## src/rtl/sapq_pkg.sv

```systemverilog
// Shared types and codes for the slot-array queue with peek.
// Depends on nothing; the top level, sapq_ptr, the checker and the testbench import it.
package sapq_pkg;

    // Operation carried with each input transfer.
    typedef enum logic [1:0] {
        CMD_ENQ   = 2'd0,
        CMD_DEQ   = 2'd1,
        CMD_FRONT = 2'd2,
        CMD_REAR  = 2'd3
    } cmd_t;

    // Completion code carried with each result transfer.
    typedef enum logic [1:0] {
        STATUS_OK    = 2'd0,
        STATUS_EMPTY = 2'd1,
        STATUS_FULL  = 2'd2
    } status_t;

    // Sequencer states of the top level.
    typedef enum logic {
        S_IDLE = 1'b0,
        S_RESP = 1'b1
    } state_t;

    // Occupancy flags from the pointer unit.
    typedef struct packed {
        logic empty;
        logic full;
    } ptr_flags_t;

    // Width of the data field on the result channel.
    localparam int unsigned OUT_WIDTH = 32;

endpackage

```

## src/rtl/sapq_ptr.sv

```systemverilog
// Head and tail pointers of the slot array, with empty and full flags.
// Depends on sapq_pkg. Occupied slots always form the range [head, tail),
// since slots fill only at the tail and dequeue clears only the lowest one.
module sapq_ptr
    import sapq_pkg::*;
#(
    parameter int unsigned CAPACITY = 1024
) (
    input  logic                        clk,
    input  logic                        rst_n,
    input  logic                        upd,
    input  cmd_t                        cmd,
    output ptr_flags_t                  flags,
    output logic [$clog2(CAPACITY)-1:0] head_addr,
    output logic [$clog2(CAPACITY)-1:0] tail_addr,
    output logic [$clog2(CAPACITY)-1:0] rear_addr
);

    localparam int unsigned AW = $clog2(CAPACITY);
    localparam int unsigned PW = $clog2(CAPACITY + 1);
    localparam logic [PW-1:0] PTR_FULL = PW'(CAPACITY);

    logic [PW-1:0] head_reg;
    logic [PW-1:0] head_next;
    logic [PW-1:0] tail_reg;
    logic [PW-1:0] tail_next;
    logic [PW-1:0] rear_ptr;

    // Flags come straight from the registered pointers.
    assign flags.empty = (head_reg == tail_reg);
    assign flags.full  = (tail_reg == PTR_FULL);

    assign rear_ptr  = tail_reg - PW'(1);
    assign head_addr = head_reg[AW-1:0];
    assign tail_addr = tail_reg[AW-1:0];
    assign rear_addr = rear_ptr[AW-1:0];

    // Enqueue advances the tail, dequeue advances the head.
    always_comb
    begin
        head_next = head_reg;
        tail_next = tail_reg;
        if (upd)
        begin
            case (cmd)
                CMD_ENQ:
                begin
                    if (!flags.full)
                    begin
                        tail_next = tail_reg + PW'(1);
                    end
                end
                CMD_DEQ:
                begin
                    if (!flags.empty)
                    begin
                        head_next = head_reg + PW'(1);
                    end
                end
                default:
                begin
                    head_next = head_reg;
                end
            endcase
        end
    end

    always_ff @(posedge clk or negedge rst_n)
    begin
        if (!rst_n)
        begin
            head_reg <= '0;
            tail_reg <= '0;
        end
        else
        begin
            head_reg <= head_next;
            tail_reg <= tail_next;
        end
    end

endmodule

```

## config.mk

```make
export PLATFORM = sky130hd
export DESIGN_NAME = sapq_ptr
export DESIGN_NICKNAME = d
export VERILOG_FILES = /design/src/rtl/sapq_pkg.sv /design/src/rtl/sapq_ptr.sv
export SDC_FILE = /design/constraint.sdc
export NUM_CORES = 1
export LEC_CHECK = 0
export ABC_CLOCK_PERIOD_IN_PS = 2000
export BUFFER_PORTS_ARGS = -buffer_cell sky130_fd_sc_hd__clkbuf_2
export CORE_ASPECT_RATIO = 2
export CORE_MARGIN = 3
export CORE_UTILIZATION = 55
export CTS_BUF_LIST = sky130_fd_sc_hd__clkbuf_8
export CTS_CLUSTER_DIAMETER = 50
export DETAILED_ROUTE_END_ITERATION = 8
export PLACE_DENSITY = 0.93
export SLEW_MARGIN = 20
export SYNTH_ARGS = -nofsm -noshare
export SYNTH_HDL_FRONTEND = slang
export SYNTH_SLANG_ARGS = --single-unit
```

## constraint.sdc

```tcl
create_clock -name clk -period 2 [get_ports clk]
set_input_delay 0.3 -clock clk [delete_from_list [all_inputs] [get_ports clk]]
set_output_delay 0.3 -clock clk [all_outputs]
set_load 0.02 [all_outputs]
```

==> results.sh, run 1 <==
export IMPL_outcome="complete, no violations"
export IMPL_htree_num_levels=1
export IMPL_first_iter_violations=18
export IMPL_drtAntennaViolNets=0
export IMPL_postSynthCellCount=156
export IMPL_yosysWarningCount=0
export IMPL_ys_seq_elements=22
export IMPL_startpoint_type="register"
export IMPL_syn_to_final_growth_pct=16.3
export IMPL_r2r_start="tail_reg[1]"
export IMPL_hold_viol=0
export IMPL_setup_viol=0
export IMPL_crit_path_max_incr_delay_ns=0.41
export IMPL_wl_per_cell_um=16.8
export IMPL_num_vias=1179
export IMPL_diodes=0
export IMPL_core_um2=2640
export IMPL_hold_path_class="in2async"
export IMPL_cts_root_buffer_cell="clkbuf_8"
export IMPL_worstPathCellList="buf_4 -> nor4_4 -> nand2_1 -> xnor2_1 -> clkbuf_2"
export IMPL_p_leak_nw=0.881
export IMPL_die_h_um=81.4
export IMPL_fin_ws_ns=0.0689
export IMPL_postSynth_asyncResetShare=1.00
export IMPL_clockBufferDepth=2
export IMPL_min_period_over_period=0.966
export IMPL_p_per_area_nw_per_um2=1350
export IMPL_row_count=26
export IMPL_io_buffers=36
export IMPL_cpMaxStageDelayCell="dfrtp_1"
export IMPL_via_per_inst=5.59
export IMPL_crit_path_end_kind="output pin"
export IMPL_io_pins=37
export IMPL_clk_pin_slew_ns=0.08
export IMPL_wirelength_um=3540
export IMPL_drv_cap=0
export IMPL_r2r_setup_slack_ns=0.10
export IMPL_place_ws_ns=0.111
export IMPL_dieArea_um2=3550
export IMPL_netlist_area_um2=1560
export IMPL_setup_worst_path_start="tail_reg[8]"
export IMPL_ff2ff_path_depth=5
export IMPL_ys_flop_type="dfrtp_1"
export IMPL_clk_latency_ns=0.26
export IMPL_worst_pin_slew_ns=0.568
export IMPL_syn_area_per_cell_um2=10.0
export IMPL_synth_edf_count=0
export IMPL_synth_distinct_cells=30
export IMPL_worstPathMaxFanout=5
export IMPL_hold_ws_ns=0.0158
export IMPL_grt_ovfl_total=0
export IMPL_track_usage=0.213
export IMPL_fin_crit_ns=1.93
export IMPL_hpwl_um=2700
export IMPL_skew_ns=0.00270
export IMPL_die_w_um=43.7
export IMPL_drcViolationCount=0
export IMPL_ir_drop_uv=1280
export IMPL_finalMaxSlewViolations=0
export IMPL_crit_type="reg2out"
export IMPL_first_global_vias=1202
export IMPL_drive_gt1_frac=0.421
export IMPL_drt_pass1_iterations=4
export IMPL_final_nets=192
export IMPL_rr_endpoint="head_reg[1]"
export IMPL_cts_hold_buf=0
export IMPL_start_util=0.593
export IMPL_final_fill_count=183
export IMPL_clock_fmax_ghz=0.518
export IMPL_cts_tree="done"
export IMPL_place_gp_congestion=0.821
export IMPL_syn_nets=164
export IMPL_cts_sinks=22
export IMPL_grt_pass1_wl_um=5720
export IMPL_cp_required_ns=1.70
export IMPL_crit_end="rear_addr[9]"
export IMPL_slew_headroom=0.621
export IMPL_seq_area_frac_synth=0.353
export IMPL_grt_max_degree=23
export IMPL_crit_arrival_ns=1.63
export IMPL_grt_antenna_before_repair=0
export IMPL_numCtsBuffers=3
stage by stage:
stage | util | std cells | TNS [ns] | total power, mW | area [um^2]
2_1_floorplan | - | 156 | 0 | 1.64 | 1560
3_3_place_gp | 0.624 | 201 | 0 | 1.85 | 1640
3_5_place_dp | 0.624 | 201 | 0 | 1.89 | 1640
4_1_cts | 0.662 | 207 | 0 | 2.32 | 1750
5_1_grt | 0.689 | 211 | -0.0163 | 2.59 | 1820
6_report | 0.689 | 211 | 0 | 2.45 | 1820
metal layers:
| layer | vias up | track usage | wire [um] |
|---|---|---|---|
| met4 | 0 | 0.127 | 169 |
| met2 | 39 | 0.389 | 1970 |
| met3 | 16 | 0.0244 | 122 |
| li1 | 547 | - | - |
| met1 | 577 | 0.221 | 1280 |
| met5 | - | 0 | 0 |
power breakdown:
group | internal (mW) | switching (mW) | total, mW
registers | 0.546 | 0.182 | 0.728
clock network | 0.175 | 0.141 | 0.316
logic | 0.582 | 0.820 | 1.40
kinds of logic (layout without fill, tap and decap cells):
group / count (synthesis) / in the layout / synth area share
compound gates: 3 / 3 / 0.0345
xor+xnor: 38 / 38 / 0.213
fa+ha+maj: 3 / 3 / 0.0240
buf+inv: 32 / 59 / 0.133
flops: 22 / 22 / 0.353
mux: 1 / 1 / 0.00721
simple gates: 57 / 57 / 0.236
area by class of cell:
type | count | area [um^2] | area share
sequential | 22 | 554 | 0.305
inverter | 6 | 22.5 | 0.0124
tap | 28 | 35.0 | 0.0193
timing repair buffer | 49 | 293 | 0.161
clock buffer | 4 | 55.1 | 0.0303
multi-input combinational | 102 | 856 | 0.471
cells in the final DEF, fill, tap and decap left out, drive strengths merged:
cell    count
and4        1
mux2        1
nor3        7
or3b        1
nor3b       1
nor2       11
nor4        3
ha          3
nor4b       3
clkbuf     39
o31ai       1
nand3       8
xnor2      24
nand4       5
and3b       1
o21ai       1
nand2      15
buf        14
inv         6
xor2       14
and3        1
a41oi       1
dfrtp      22
synth_stat cells, types with 2 or more instances:
cell     instances  share of area
buf_2            4          0.013
buf_4           22           0.11
dfrtp_1         22           0.35
ha_1             3          0.024
inv_1            6          0.014
nand2_1         14          0.034
nand3_1          6          0.019
nand3_2          2          0.013
nand4_1          3          0.012
nand4_2          2          0.016
nor2_1          11          0.026
nor3_1           5          0.016
nor3_2           2          0.013
nor4b_1          2          0.011
xnor2_1         24           0.13
xor2_1          14          0.079
worst max-delay path, delay by kind of cell (launching register included):
kind / cells / cell delay [ns]
DFF: 1 / 0.41
buffers and inverters: 2 / 0.35
xor gates and xnor gates: 1 / 0.14
and+or+nand+nor: 2 / 0.47
how the worst min path moves through the flow:
| stage | from | to | slack, ns | depth (start not counted) |
|---|---|---|---|---|
| 2_1_floorplan | rst_n | head_reg[0] | 0.004 | 0 |
| 3_3_place_gp | rst_n | head_reg[7] | 0.30 | 1 |
| 3_5_place_dp | rst_n | head_reg[7] | 0.31 | 1 |
| 4_1_cts | rst_n | head_reg[7] | 0.02 | 1 |
| 5_1_grt | rst_n | head_reg[7] | 0.04 | 1 |
| 6_report | rst_n | head_reg[7] | 0.02 | 1 |
repair_timing:
action	CTS	global route
endpoints found under the hold margin	0	0
setup buffers	2	4
resized for setup	7	8
pin swaps	0	0
endpoints found under the setup margin	5	7
Note: power is estimated with default switching activity, not from simulation.
==> run 2, diff against run 1 <==
Settings changed: PLACE_DENSITY 0.93 to unset, PLACE_DENSITY_LB_ADDON set to 0.2.
==> run 2 against run 1 <==
Compared with the run above:
- the run now ends with hold timing left
- setup slack worse by 0.019 ns
- clock power is 2% higher
- final area increased by 6.6%
- combinational power up 11%
- flip-flop and latch count did not move
- worst hold slack got worse by 0.018 ns
- power rose by 7.3%
- non-clock buffer count increased by 7
- core utilization grew 4.6 points
- fmax fell by 0.97%
- register-to-register slack worse by 0.02 ns
- sequential power is 3.2% higher
- largest cell class unchanged
==> results.sh, run 2 (synthesis gave the netlist of run 1 again) <==
export IMPL_outcome="complete, but fails checks"
export IMPL_violations="hold timing"
export IMPL_io_buffers=36
export IMPL_start_util=0.593
export IMPL_power_switching_mw=1.21
export IMPL_worstPathCellList="buf_4 -> xnor2_4 -> nand4_4 -> nor3_4 -> buf_6"
export IMPL_hold_path_class="in2async"
export IMPL_place_gp_congestion=0.823
export IMPL_numCtsBuffers=3
export IMPL_die_w_um=43.7
export IMPL_clk_pin_slew_ns=0.08
export IMPL_grt_antenna_before_repair=0
export IMPL_grt_pass1_wl_um=5780
export IMPL_core_um2=2640
export IMPL_min_period_over_period=0.975
export IMPL_cts_sinks=22
export IMPL_clock_fmax_ghz=0.513
export IMPL_comb_power_share=0.591
export IMPL_rsz0062_at_grt="true"
export IMPL_clockPowerShare=0.122
export IMPL_drtAntennaViolNets=0
export IMPL_htree_num_levels=1
export IMPL_r2r_start="tail_reg[5]"
export IMPL_stdcell_count=218
export IMPL_hold_ws_ns=-0.00249
export IMPL_dieArea_um2=3550
export IMPL_clk_latency_ns=0.27
export IMPL_cts_tree="done"
export IMPL_die_h_um=81.4
export IMPL_drv_cap=0
export IMPL_cp_top_family="flip-flops"
export IMPL_startpoint_type="register"
export IMPL_final_nets=199
export IMPL_p_int_mw=1.41
export IMPL_wirelength_um=3630
export IMPL_p_sw_frac=0.461
export IMPL_worst_pin_slew_ns=0.546
export IMPL_layout_common_cells="33 x clkbuf_2, 20 x buf_4, 19 x xnor2_1"
export IMPL_fin_crit_ns=1.95
export IMPL_crit_type="reg2out"
export IMPL_wl_per_cell_um=16.6
export IMPL_skew_ns=0.00531
export IMPL_crit_path_max_incr_delay_ns=0.47
export IMPL_p_leak_nw=0.938
export IMPL_utilization=0.735
export IMPL_cp_required_ns=1.70
export IMPL_crit_path_end_kind="output pin"
export IMPL_dp_cells=204
export IMPL_cpMaxStageDelayCell="dfrtp_2"
export IMPL_drt_pass1_iterations=4
export IMPL_drcViolationCount=0
export IMPL_setup_viol=0
export IMPL_crit_end="flags[1]"
export IMPL_cts_root_buffer_cell="clkbuf_8"
export IMPL_worstPathBufferInverterCount=2
export IMPL_first_global_vias=1222
export IMPL_clockBufferDepth=2
export IMPL_slew_headroom=0.636
export IMPL_r2r_setup_slack_ns=0.08
export IMPL_via_per_inst=5.50
export IMPL_first_iter_violations=30
export IMPL_finalMaxSlewViolations=0
export IMPL_ff2ff_path_depth=5
export IMPL_setup_worst_path_start="tail_reg[3]"
export IMPL_mostFrequentLayoutCell="clkbuf_2"
export IMPL_worstPathMaxFanout=6
export IMPL_hpwl_um=2690
export IMPL_power_frac_seq=0.286
export IMPL_hold_viol=3
export IMPL_num_vias=1198
export IMPL_rr_endpoint="head_reg[1]"
export IMPL_drive_gt1_frac=0.468
export IMPL_diodes=0
export IMPL_grt_ovfl_total=0
export IMPL_row_count=26
export IMPL_p_per_area_nw_per_um2=1360
export IMPL_track_usage=0.221
export IMPL_cp_depth=5
export IMPL_grt_max_degree=23
export IMPL_crit_arrival_ns=1.65
export IMPL_ir_drop_uv=1480
export IMPL_io_pins=37
export IMPL_syn_to_final_growth_pct=24.0
==> run 2: changes by cell type in the layout (fill, tap and decap cells not counted), moves of 2 or more <==
cell / before / now
buf_4: 13 / 20
buf_6: 0 / 3
clkbuf_2: 35 / 33
xnor2_1: 21 / 19
==> run 2: worst min-delay path by stage <==
| stage | start | endpoint | slack (ns) |
|---|---|---|---|
| 4_1_cts | rst_n | tail_reg[0] | 0.01 |
| 3_3_place_gp | rst_n | tail_reg[4] | 0.31 |
| 5_1_grt | rst_n | tail_reg[0] | 0.02 |
| 3_5_place_dp | rst_n | tail_reg[2] | 0.31 |
| 2_1_floorplan | rst_n | head_reg[0] | 0.004 |
| 6_report | rst_n | tail_reg[0] | -0.002 |
==> run 2: through the flow <==
stage          cell area, um^2  power, mW  setup slack, ns  TNS (ns)
5_1_grt                   1940       2.79          -0.0419    -0.100
2_1_floorplan             1560       1.64          0.00747         0
3_3_place_gp              1670       1.86            0.241         0
3_5_place_dp              1670       1.89            0.199         0
6_report                  1940       2.62           0.0499         0
4_1_cts                   1770       2.29         -0.00594  -0.00594
==> run 2: power by group through the flow <==
stage / clock network [mW] / registers, mW / logic [mW]
final: 0.321 / 0.751 / 1.55
after global routing: 0.354 / 0.764 / 1.67
after CTS: 0.333 / 0.737 / 1.22
after detailed placement: 0 / 0.737 / 1.16
after global placement: 0 / 0.722 / 1.14
after floorplan: 0 / 0.660 / 0.981
==> run 2: final cells by class <==
| class | instances | area [um^2] |
|---|---|---|
| multi-input cells | 102 | 918 |
| fillers | 193 | 699 |
| flip-flops and latches | 22 | 556 |
| repair buffers | 56 | 349 |
| clock buffers | 4 | 55.1 |
| well taps | 28 | 35.0 |
| inverters | 6 | 22.5 |
==> run 2: routing by layer <==
metal / track usage / wire [um] / share of wire
met2: 0.418 / 2120 / 0.58
met4: 0.124 / 157 / 0.043
met1: 0.214 / 1200 / 0.33
met5: 0 / 0 / 0
met3: 0.0310 / 157 / 0.043
==> run 2: what timing repair did <==
item                                    in CTS  in global routing
gates cloned                                 0                  0
setup buffers                                2                  8
pin swaps                                    4                  9
endpoints found under the setup margin       6                 13
resized for setup                            9                 24
hold buffers                                 0                  0
